## src/hw/rtl/tdpt_pkg.sv

```systemverilog
// ----------------------------------------------------------------------------
// Trial division prime test: package
// Widths, state encoding and status types shared by the block.
// ----------------------------------------------------------------------------
`default_nettype none

package tdpt_pkg;

    localparam int VALUE_W = 32;
    localparam int DIV_W   = VALUE_W / 2 + 1;
    localparam int SQ_W    = VALUE_W + 1;
    localparam int CNT_W   = $clog2(VALUE_W + 1);

    typedef enum logic [1:0] {
        ST_IDLE,
        ST_CHECK,
        ST_DIV,
        ST_DONE
    } tdpt_state_t;

    typedef struct packed {
        logic done;
        logic zero;
    } tdpt_div_sts_t;

endpackage

`default_nettype wire

```

## src/hw/rtl/tdpt_div.sv

```systemverilog
// ----------------------------------------------------------------------------
// Trial division prime test: bit-serial remainder unit
// Restoring division, one dividend bit per cycle, reports a zero remainder.
// ----------------------------------------------------------------------------
`default_nettype none

module tdpt_div
    import tdpt_pkg::*;
(
    input  wire logic                aclk,
    input  wire logic                aresetn,
    input  wire logic                start,
    input  wire logic [VALUE_W-1:0]  dividend,
    input  wire logic [DIV_W-1:0]    divisor,
    output tdpt_div_sts_t            sts
);

    logic                busy_reg, busy_next;
    logic                done_reg, done_next;
    logic [CNT_W-1:0]    cnt_reg, cnt_next;
    logic [VALUE_W-1:0]  n_sh_reg, n_sh_next;
    logic [DIV_W-1:0]    r_reg, r_next;
    logic [DIV_W-1:0]    d_reg, d_next;
    logic [DIV_W:0]      trial;

    assign trial = {r_reg, n_sh_reg[VALUE_W-1]};

    always_comb begin
        busy_next = busy_reg;
        done_next = 1'b0;
        cnt_next  = cnt_reg;
        n_sh_next = n_sh_reg;
        r_next    = r_reg;
        d_next    = d_reg;
        if (start) begin
            busy_next = 1'b1;
            cnt_next  = '0;
            n_sh_next = dividend;
            r_next    = '0;
            d_next    = divisor;
        end else if (busy_reg) begin
            n_sh_next = {n_sh_reg[VALUE_W-2:0], 1'b0};
            if (trial >= {1'b0, d_reg}) begin
                r_next = DIV_W'(trial - {1'b0, d_reg});
            end else begin
                r_next = trial[DIV_W-1:0];
            end
            cnt_next = cnt_reg + CNT_W'(1);
            if (cnt_reg == CNT_W'(VALUE_W - 1)) begin
                busy_next = 1'b0;
                done_next = 1'b1;
            end
        end
    end

    always_ff @(posedge aclk) begin
        if (!aresetn) begin
            busy_reg <= 1'b0;
            done_reg <= 1'b0;
            cnt_reg  <= '0;
        end else begin
            busy_reg <= busy_next;
            done_reg <= done_next;
            cnt_reg  <= cnt_next;
        end
        n_sh_reg <= n_sh_next;
        r_reg    <= r_next;
        d_reg    <= d_next;
    end

    assign sts.done = done_reg;
    assign sts.zero = (r_reg == '0);

endmodule

`default_nettype wire
```

## config.mk

```make
export PLATFORM = sky130hd
export DESIGN_NAME = tdpt_div
export DESIGN_NICKNAME = d
export VERILOG_FILES = /design/src/hw/rtl/tdpt_pkg.sv /design/src/hw/rtl/tdpt_div.sv
export SDC_FILE = /design/constraint.sdc
export NUM_CORES = 1
export LEC_CHECK = 0
export ABC_AREA = 0
export BUFFER_PORTS_ARGS = -buffer_cell sky130_fd_sc_hd__buf_2
export CAP_MARGIN = 20
export CORE_ASPECT_RATIO = 0.7
export CORE_MARGIN = 1.5
export CORE_UTILIZATION = 58
export DETAILED_ROUTE_END_ITERATION = 7
export PLACE_DENSITY = 0.8
export SLEW_MARGIN = 20
export SYNTH_ARGS = -nofsm -noshare
export SYNTH_HDL_FRONTEND = slang
export SYNTH_SLANG_ARGS = --single-unit
```

## constraint.sdc

```tcl
create_clock -name aclk -period 3.5 [get_ports aclk]
set_input_delay 0.525 -clock aclk [delete_from_list [all_inputs] [get_ports aclk]]
set_output_delay 0.525 -clock aclk [all_outputs]
set_load 0.01 [all_outputs]
```

==> Word-level counts from Yosys, hierarchy flattened <==
Cells that the tools add are included.
Widths: inputs -> output; s select.
{ "word_totals": {"ff_bits": 74, "latchBits": 0, "mem_bits_rw": 0, "romBits": 0, "in_bits": 52, "out_inout_bits": 2, "elab_cells": 23, "n_memories": 0} }
{ "classes": {"add_sub_neg": 2, "multipliers": 0, "div_mod_pow": 0, "magnitude_cmp": 1, "eq_ne": 1, "shift": 0, "muxes": 7, "bitwise_logic": 2, "n_reduce_logical": 4} }
{ "op_table": {"columns": ["op", "n"], "rows": [
  ["$mux 32", 2],
  ["$ge 18x17->1", 1],
  ["$logic_not 17->1", 1],
  ["$mux 17", 1],
  ["$sub 17x17->17", 1],
  ["$add 6x1->6 const B", 1],
  ["$eq 6x5->1 const B", 1],
  ["$mux 1", 4],
  ["$reduce_or 3->1", 1],
  ["$not 1->1", 2],
  ["$reduce_bool 2->1", 1],
  ["$reduce_or 2->1", 1]
]} }

==> Logic depth before layout (Yosys ltp) <==
Gate-level depths: netlist of run 1.
{ "logic_depth": {"ltp_word": 4, "depth_mapped": 11} }

==> Least setup slack after synthesis of run 1 <==
No wires, ideal clock.
{ "synth_timing": {"path_kind": "flip-flop to flip-flop", "startpoint": "reg n_sh_reg[31]", "endpoint": "reg r_reg[9]", "setup_ns": 0.122, "arrival_ns": 2.536, "required_ns": 3.378, "setup_slack_ns": 0.842, "stages_incl_launch_ff": 11, "path_buffers": 1, "synth_period_minus_slack_ns": 2.658, "cell_sequence": "edfxtp_1 inv_1 ha_1 inv_1 fa_1 a21o_1 a221o_1 a222oi_1 nand2_2 buf_2 o311a_1"} }
{ "synth_via": {"elab_chain_len": 2} }
{ "synth_lines": {"columns": ["item", "line", "rtl"], "rows": [
  ["from (decl)", "tdpt_div.sv:21", "logic [VALUE_W-1:0] n_sh_reg, n_sh_next;"],
  ["from (signal assigned)", "tdpt_div.sv:66", "n_sh_reg <= n_sh_next;"],
  ["$sub 17x17->17 / $ge 18x17->1 (equally long branches)", "tdpt_div.sv:44, tdpt_div.sv:43", null],
  ["$mux 17 *", "tdpt_div.sv:43", "if (trial >= {1'b0, d_reg}) begin"],
  ["to (signal assigned)", "tdpt_div.sv:67", "r_reg <= r_next;"],
  ["to (decl)", "tdpt_div.sv:22", "logic [DIV_W-1:0] r_reg, r_next;"]
]} }
Mark *: on every way between the ends. The rest lies on a longest branch, timed or not.
A chain may end at the register's enable or synchronous reset.

==> Final worst setup path of run 1 <==
{ "layout_timing": {"startpoint": "reg n_sh_reg[31]", "endpoint": "reg r_reg[16]"} }
The elaborated chain is that of the path after synthesis.

==> impl_metrics.json, run 1 <==
{
  "timing.critical_path.slowest_stage_cell": "a222oi_1",
  "io_pins": 54,
  "groute.usage.overall_pct": 24.9,
  "critical-path-top-cell-by-count": "inv_1",
  "finalSetupViolations": 0,
  "cts_buffers": 9,
  "synth_area_mm2": 0.00393,
  "number_of_h_tree_levels": 3,
  "largest_register_ff_count": 32,
  "crit_path_end_kind": "flip-flop",
  "final_antenna_net_count": 0,
  "cts-hold-fix-buffers": 0,
  "post-route-period-util_pct": 89.8,
  "grt_pass1_vias": 2822,
  "p_per_area_mw_per_mm2": 445,
  "finish.net_count": 483,
  "outcome": "completed",
  "cts_root_buf": "clkbuf_8",
  "clkSlewWorstSetupHoldPaths_ps": 80,
  "area_growth_syn_to_layout_pct": 13.5,
  "die_width_um": 101,
  "clock_latency_ps": 360,
  "overflow": 0,
  "route.final.wire_length_um": 8180,
  "min_path_type": "input port to flip-flop",
  "synthesis.yosys.warnings": 0,
  "ys.flop_type": "edfxtp_1",
  "placement.io_buffers": 53,
  "worst_setup_path_start_kind": "flip-flop",
  "worst-setup-path-type": "flip-flop to flip-flop",
  "critical_path.max_fanout": 16,
  "post_cts.resized_instances": 0,
  "max_freq_mhz": 318,
  "via_per_inst": 5.70,
  "leading_cell_types_in_the_layout_fill_and_taps_excluded": "53 x buf_2, 49 x edfxtp_1, 33 x nand2_1, 31 x mux2_2, 26 x nor2_1",
  "fp.coreArea_mm2": 0.00640,
  "detailed_place.area_mm2": 0.00428,
  "n_antenna_cell": 0,
  "initial_utilization_pct": 61.5,
  "grt_setup_unrepaired": "false",
  "ctsLongestPathBuffers": 2,
  "postCtsSetupRepairBufs": 0,
  "number_of_antenna_violations_at_the_first_check_in_global_routing": 0,
  "ys_seq_area_share_pct": 50.1,
  "arrival_ps": 3430,
  "drt-pass1-iter-count": 4,
  "hold_viol_final": 0,
  "worst-slew-pin-transition_ps": 615,
  "floorplan.die_area_mm2": 0.00729,
  "mappedNetlistNets": 432,
  "drt_drc_violations_left": 0,
  "pin_count_of_the_biggest_net_entering_global_routing": 45,
  "layout_commonest_cell": "buf_2",
  "clock_sinks": 74,
  "setup_tns_ps": 0,
  "share_of_synthesized_registers_carrying_an_async_set_or_reset_pct": 0,
  "fraction_of_final_layout_cells_sized_beyond_drive_strength_1_pct": 26.6,
  "crit_chain": "inv_1, ha_1, inv_1, fa_1, a21o_1, a221o_1, a222oi_1, nand2_2, buf_4, o2bb2a_2, o21ai_2",
  "vias": 2894,
  "edff_count_synth": 49,
  "post-route-cell-area_mm2": 0.00446,
  "synthesized_area_divided_by_synthesized_cell_count_um2": 10.9,
  "tritoncts_clock_tree": "done",
  "fin_worst_skew_ps": 5.11,
  "global_route_wire_length_before_repair_um": 13500,
  "dr.first_iter.drc_count": 285,
  "dieHeight_um": 71.9,
  "final-max-slew-violation-count": 0,
  "slew_headroom_pct": 58.9,
  "routedWlPerCell_um": 16.1,
  "dp.final_hpwl_um": 5890,
  "critical_path.max_stage_delay_ps": 440,
  "gpl.final_weighted_congestion": 0.924,
  "synth-seq-cells": 74,
  "static-leakage-power_nw": 1.82,
  "synth.distinct_cells": 51,
  "period_needed_ps": 3140,
  "syn_inst": 361,
  "rows": 24,
  "max_cap_violations": 0,
  "irDropWorstVdd_v": 0.000258,
  "timing.critical_path.required_ps": 3790
}
[per-layer routing]
layer	vias up	share of wire (%)	track usage, %	wire length (µm)
met2	94	45	36.4	3660
met4	0	1.4	8.64	116
met5	-	0	0	0
met3	13	7.3	8.09	599
met1	1361	46	35.3	3800
li1	1426	-	-	-
[report_power, final]
| group | total (mW) | switching (mW) | internal (mW) | leakage (nW) |
|---|---|---|---|---|
| Combinational | 0.317 | 0.178 | 0.140 | 1.04 |
| Clock | 0.634 | 0.314 | 0.321 | 0.0936 |
| Sequential | 1.03 | 0.0259 | 1.01 | 0.692 |
[metrics by stage]
step	setup WS (ps)	hold WS, ps	util, %	std cells	power, mW
6_report	357	339	69.8	508	1.98
4_1_cts	373	323	69.8	508	2.00
2_1_floorplan	842	430	-	361	1.26
3_3_place_gp	536	442	66.9	492	1.35
5_1_grt	111	319	69.8	508	2.08
3_5_place_dp	403	458	66.9	492	1.37
[worst max-delay path, delay by kind of cell, from the launching register on]
family | cells | cell delay, ps
flops | 1 | 360
compound gates | 5 | 1340
buf+inv | 3 | 430
fa+ha+maj | 2 | 560
simple gates | 1 | 380
[synthesized netlist by cell type (2+ instances only)]
cell type | number | area share (%)
o21ai_2 | 2 | 0.45
and3_1 | 2 | 0.32
mux2i_1 | 8 | 2.0
o21a_1 | 2 | 0.38
a311oi_1 | 3 | 0.67
o21bai_1 | 3 | 0.57
mux2_2 | 31 | 8.9
nand3_1 | 6 | 0.76
buf_1 | 2 | 0.19
nand2_1 | 33 | 3.1
nand4_1 | 11 | 1.8
o2bb2a_2 | 2 | 0.57
dfxtp_1 | 25 | 13
o21ai_0 | 17 | 2.2
nand2b_1 | 2 | 0.32
a211oi_1 | 4 | 0.76
o31ai_2 | 2 | 0.64
xnor2_1 | 10 | 2.2
nor2_1 | 26 | 2.5
nor3_1 | 2 | 0.25
a31o_1 | 2 | 0.45
a21oi_1 | 20 | 2.5
clkbuf_1 | 13 | 1.2
edfxtp_1 | 49 | 37
xor2_1 | 7 | 1.6
inv_1 | 24 | 2.3
nor4_1 | 6 | 0.95
ha_1 | 18 | 5.7
a21o_1 | 7 | 1.3
[layout make-up]
class | instances | area (µm²)
repair buffers | 58 | 315
well taps | 91 | 114
clock inverters | 7 | 58.8
fillers | 484 | 1930
flip-flops and latches | 74 | 1970
inverters | 24 | 90.1
clock buffers | 9 | 124
multi-input cells | 245 | 1790
[path summary, 6_finish.rpt]
| check | startpoint | endpoint | slack [ps] | depth (start not counted) |
|---|---|---|---|---|
| worst max-delay path | n_sh_reg[31] | r_reg[16] | 360 | 11 |
| worst min-delay path | divisor[12] | d_reg[12] | 340 | 1 |
| worst min register to register | cnt_reg[5] | done_reg | 470 | 1 |
| worst max register to register | n_sh_reg[31] | r_reg[16] | 360 | 11 |
[cells by family after synthesis]
group | Yosys count | share of synthesized area [%]
flops | 74 | 50.1
xor+xnor | 17 | 3.79
buf+inv | 42 | 4.33
compound gates | 75 | 13.3
simple gates | 95 | 11.3
mux | 39 | 10.9
fa+ha+maj | 19 | 6.24
No activity file was read; power rests on OpenSTA's default activity.
==> inputs of run 2 (changes only) <==
--- a/config.mk
+++ b/config.mk
@@ -11,6 +11,7 @@
 export CORE_ASPECT_RATIO = 0.7
 export CORE_MARGIN = 1.5
 export CORE_UTILIZATION = 58
+export CTS_BUF_LIST = sky130_fd_sc_hd__clkbuf_16
 export DETAILED_ROUTE_END_ITERATION = 7
 export PLACE_DENSITY = 0.8
 export SLEW_MARGIN = 20
==> run 2 against run 1 <==
Net effect: combinational power about the same; worst hold slack better by 28 ps; non-clock buffer count unchanged; sequential share of layout area is 0.98 points lower; design area is 2.3% higher; largest power group unchanged.
==> impl_metrics.json, run 2 (synthesis gave the netlist of run 1 again) <==
{
  "irDropWorstVdd_v": 0.000289,
  "via_per_inst": 5.78,
  "post_cts.resized_instances": 0,
  "global_route_wire_length_before_repair_um": 13600,
  "vias": 2936,
  "period_needed_ps": 3180,
  "arrival_ps": 3450,
  "number_of_h_tree_levels": 3,
  "reg2reg_setup_slack_ps": 320,
  "worst_setup_path_start_kind": "flip-flop",
  "postCtsSetupRepairBufs": 0,
  "pin_count_of_the_biggest_net_entering_global_routing": 45,
  "groute.usage.overall_pct": 25.0,
  "rows": 24,
  "dieHeight_um": 71.9,
  "max_freq_mhz": 314,
  "gpl.final_weighted_congestion": 0.924,
  "detailed_place.area_mm2": 0.00428,
  "fin_util_pct": 71.4,
  "routedWlPerCell_um": 16.5,
  "dpl.cell_count": 492,
  "timing.critical_path.slowest_stage_cell": "a222oi_1",
  "critical_path.max_stage_delay_ps": 450,
  "clock_latency_ps": 330,
  "setup_ws_ps": 318,
  "outcome": "completed",
  "max_cap_violations": 0,
  "leading_cell_types_in_the_layout_fill_and_taps_excluded": "53 x buf_2, 49 x edfxtp_1, 33 x nand2_1, 31 x mux2_2, 26 x nor2_1",
  "tritoncts_clock_tree": "done",
  "floorplan.die_area_mm2": 0.00729,
  "area_growth_syn_to_layout_pct": 16.1,
  "design_power_total_mw": 2.23,
  "crit_chain": "inv_1, ha_1, inv_1, fa_1, a21o_1, a221o_1, a222oi_1, nand2_2, buf_4, o31ai_2, a31o_1",
  "finish.cell_count_without_fillers": 508,
  "post-route-period-util_pct": 90.9,
  "worst-setup-path-type": "flip-flop to flip-flop",
  "overflow": 0,
  "post-route-cell-area_mm2": 0.00457,
  "grt_setup_unrepaired": "false",
  "final_antenna_net_count": 0,
  "die_width_um": 101,
  "min_path_type": "input port to flip-flop",
  "ctsLongestPathBuffers": 2,
  "fraction_of_final_layout_cells_sized_beyond_drive_strength_1_pct": 26.6,
  "cts_buffers": 9,
  "number_of_antenna_violations_at_the_first_check_in_global_routing": 0,
  "final-max-slew-violation-count": 0,
  "io_pins": 54,
  "placement.io_buffers": 53,
  "critical-path-top-cell-by-count": "inv_1",
  "cts_root_buf": "clkbuf_16",
  "finish.net_count": 483,
  "dr.first_iter.drc_count": 195,
  "largest_register_ff_count": 32,
  "fin_worst_skew_ps": 3.39,
  "filler_cell_count": 477,
  "crit_path_end_kind": "flip-flop",
  "clkSlewWorstSetupHoldPaths_ps": 60,
  "fp.coreArea_mm2": 0.00640,
  "static-leakage-power_nw": 1.87,
  "critical_path.max_fanout": 16,
  "drt-pass1-iter-count": 4,
  "route.final.wire_length_um": 8410,
  "clock_sinks": 74,
  "placement.setup.worst_slack_ps": 403,
  "slew_headroom_pct": 55.6,
  "dp.final_hpwl_um": 5890,
  "timing.critical_path.required_ps": 3770,
  "p_per_area_mw_per_mm2": 489,
  "hold_viol_final": 0,
  "layout_commonest_cell": "buf_2",
  "drt_drc_violations_left": 0,
  "n_antenna_cell": 0,
  "worst-slew-pin-transition_ps": 664,
  "cts-hold-fix-buffers": 0,
  "finalSetupViolations": 0,
  "initial_utilization_pct": 61.5,
  "grt_pass1_vias": 2788,
  "hold_ws_ps": 367,
  "setup_tns_ps": 0
}
[run 2: worst paths after layout]
path | startpoint | to | cells after the start
worst max-delay path | n_sh_reg[31] | r_reg[11] | 11
worst min-delay path | divisor[12] | d_reg[12] | 1
worst min register to register | cnt_reg[5] | done_reg | 1
worst max register to register | n_sh_reg[31] | r_reg[11] | 11
[run 2: area by class of cell]
type	count	area (µm²)	share of cell area, %
Sequential cell	74	1970	43.2
Multi-Input combinational cell	245	1790	39.2
Timing Repair Buffer	58	315	6.91
Clock buffer	9	225	4.93
Tap cell	91	114	2.49
Inverter	24	90.1	1.97
Clock inverter	7	58.8	1.29
[run 2: worst max-delay path, delay by kind of cell, from the launching register on]
family / cells / cell delay [ps]
adders and majority gates: 2 / 570
buffers and inverters: 3 / 440
and+or+nand+nor: 1 / 380
AOI/OAI and AO/OA: 5 / 1380
DFF: 1 / 360
[run 2: layer usage]
layer | global-route usage, % | wire length, µm | part of all wire, % | vias to the layer above
met2 | 37.1 | 3820 | 45 | 101
met5 | 0 | 0 | 0 | -
li1 | - | - | - | 1424
met4 | 7.87 | 78 | 0.93 | 0
met1 | 35.8 | 3820 | 45 | 1402
met3 | 7.13 | 694 | 8.3 | 9
[run 2: where the power goes]
group          internal, mW  switching [mW]
Sequential             1.01          0.0267
Combinational         0.140           0.180
Clock                 0.542           0.336
==> inputs of run 3 (changes only) <==
--- a/config.mk
+++ b/config.mk
@@ -10,10 +10,9 @@
 export CAP_MARGIN = 20
 export CORE_ASPECT_RATIO = 0.7
 export CORE_MARGIN = 1.5
-export CORE_UTILIZATION = 58
-export CTS_BUF_LIST = sky130_fd_sc_hd__clkbuf_16
+export CORE_UTILIZATION = 30
 export DETAILED_ROUTE_END_ITERATION = 7
-export PLACE_DENSITY = 0.8
+export GPL_TIMING_DRIVEN = 0
 export SLEW_MARGIN = 20
 export SYNTH_ARGS = -nofsm -noshare
 export SYNTH_HDL_FRONTEND = slang
==> run 3 against run 2 <==
Net effect: the flow now finishes with violations (design-rule violations); via count is 2.4% lower; sequential power hardly changed; critical path depth is 1 lower; clock skew is 5.0 ps higher; die area is 89% higher; design area is 3.7% higher.
==> impl_metrics.json, run 3 (synthesis gave the netlist of run 1 again) <==
{
  "outcome": "complete, but fails checks",
  "violations": "design-rule violations",
  "finalSetupViolations": 0,
  "grt_setup_unrepaired": "false",
  "fraction_of_final_layout_cells_sized_beyond_drive_strength_1_pct": 26.5,
  "floorplan.die_area_mm2": 0.0138,
  "critical_path.max_fanout": 10,
  "finish.net_count": 496,
  "gpl.final_weighted_congestion": 0.853,
  "timing.hold.worst_path_depth": 1,
  "post_cts.resized_instances": 0,
  "ctsLongestPathBuffers": 2,
  "fin_worst_skew_ps": 8.38,
  "overflow": 0,
  "hold_ws_ps": 355,
  "placement.io_buffers": 53,
  "static-leakage-power_nw": 1.90,
  "min_path_type": "input port to flip-flop",
  "highest-signal-layer": "met4",
  "largest_register_ff_count": 32,
  "area_growth_syn_to_layout_pct": 20.4,
  "period_needed_ps": 3130,
  "grt_pass1_vias": 2993,
  "multi_input_area_mm2": 0.00179,
  "groute.usage.overall_pct": 14.0,
  "filler_cell_count": 1240,
  "clkSlewWorstSetupHoldPaths_ps": 60,
  "die_width_um": 140,
  "reg2reg_setup_slack_ps": 370,
  "fp.coreArea_mm2": 0.0126,
  "routedLengthMet1_um": 4370,
  "drt-pass1-iter-count": 6,
  "number_of_h_tree_levels": 3,
  "initial_utilization_pct": 31.2,
  "worst-setup-path-type": "flip-flop to flip-flop",
  "max_cap_violations": 0,
  "cts-hold-fix-buffers": 0,
  "routedWlPerCell_um": 14.8,
  "hold_viol_final": 0,
  "clock_latency_ps": 340,
  "cts_root_buf": "clkbuf_16",
  "p_per_area_mw_per_mm2": 503,
  "worst_r2r_path_depth": 10,
  "max_freq_mhz": 320,
  "route.final.wire_length_um": 8790,
  "final_antenna_net_count": 0,
  "met3_length_um": 466,
  "slew_headroom_pct": 55.0,
  "worst_setup_path_start_kind": "flip-flop",
  "r2r_end": "r_reg[9]",
  "layout_commonest_cell": "buf_2",
  "dr.first_iter.drc_count": 226,
  "post-route-period-util_pct": 89.4,
  "clock_sinks": 74,
  "dp.final_hpwl_um": 6650,
  "n_antenna_cell": 0,
  "timing.critical_path.required_ps": 3730,
  "leading_cell_types_in_the_layout_fill_and_taps_excluded": "54 x buf_2, 49 x edfxtp_1, 33 x nand2_1, 31 x mux2_2, 26 x nor2_1",
  "worst-slew-pin-transition_ps": 674,
  "worstHoldStart": "divisor[12]",
  "hold-path-endpoint": "d_reg[12]",
  "cts_buffers": 9,
  "irDropWorstVdd_v": 0.000229,
  "global_route_wire_length_before_repair_um": 14800,
  "drt_drc_violations_left": 1,
  "via_per_inst": 4.84,
  "worstReg2RegStart": "n_sh_reg[31]",
  "io_pins": 54,
  "rows": 34,
  "dieHeight_um": 98.8,
  "setup_tns_ps": 0,
  "detailroute.wirelength.met2_um": 3850,
  "tritoncts_clock_tree": "done",
  "postCtsSetupRepairBufs": 0,
  "vias": 2867,
  "crit_path_end_kind": "flip-flop",
  "number_of_antenna_violations_at_the_first_check_in_global_routing": 0,
  "arrival_ps": 3360,
  "regArea_mm2": 0.00197,
  "final-max-slew-violation-count": 0,
  "pin_count_of_the_biggest_net_entering_global_routing": 33
}
## run 3: worst max-delay path by stage
stage	from	endpoint	slack, ps	cells past startpoint
floorplan	n_sh_reg[31]	r_reg[9]	840	10
global placement	start	n_sh_reg[7]	310	5
detailed placement	n_sh_reg[31]	r_reg[9]	420	10
CTS	n_sh_reg[31]	r_reg[9]	390	10
global route	n_sh_reg[31]	r_reg[9]	230	10
finish	n_sh_reg[31]	r_reg[9]	370	10
## run 3: metrics by stage
stage	setup WS, ps	power, mW	util (%)	cell area, µm²	cells
floorplan	842	1.26	-	3930	361
global placement	308	1.36	34.9	4400	576
detailed placement	423	1.37	34.9	4400	576
CTS	390	2.41	37.6	4730	592
global route	225	2.49	37.6	4730	592
finish	372	2.38	37.6	4730	592
## run 3: layer usage
layer  GRT usage [%]  vias to the layer above
met5               0                        -
met4            5.18                        0
met3            3.50                       10
met2            21.8                       59
met1            19.0                     1341
li1                -                     1457
## run 3: final cells by class
class / count / share of cell area, %
Timing Repair Buffer: 53 / 5.60
Inverter: 24 / 1.90
Sequential cell: 74 / 41.7
Clock buffer: 9 / 4.76
Clock inverter: 7 / 2.27
Tap cell: 162 / 4.28
Buffer: 18 / 1.69
Multi-Input combinational cell: 245 / 37.8
## run 3: power breakdown
group / switching (mW) / leakage (nW) / internal, mW / total (mW)
clock network: 0.390 / 0.160 / 0.639 / 1.03
logic: 0.180 / 1.04 / 0.134 / 0.314
registers: 0.0270 / 0.692 / 1.01 / 1.04
## run 3: worst max-delay path, cell delays in order (launching register included)
cell,delay (ps)
edfxtp_1,360
inv_1,90
ha_1,160
inv_1,50
fa_1,390
a21o_1,220
a221o_1,410
a222oi_1,510
nand2_2,250
buf_2,250
o311a_1,300
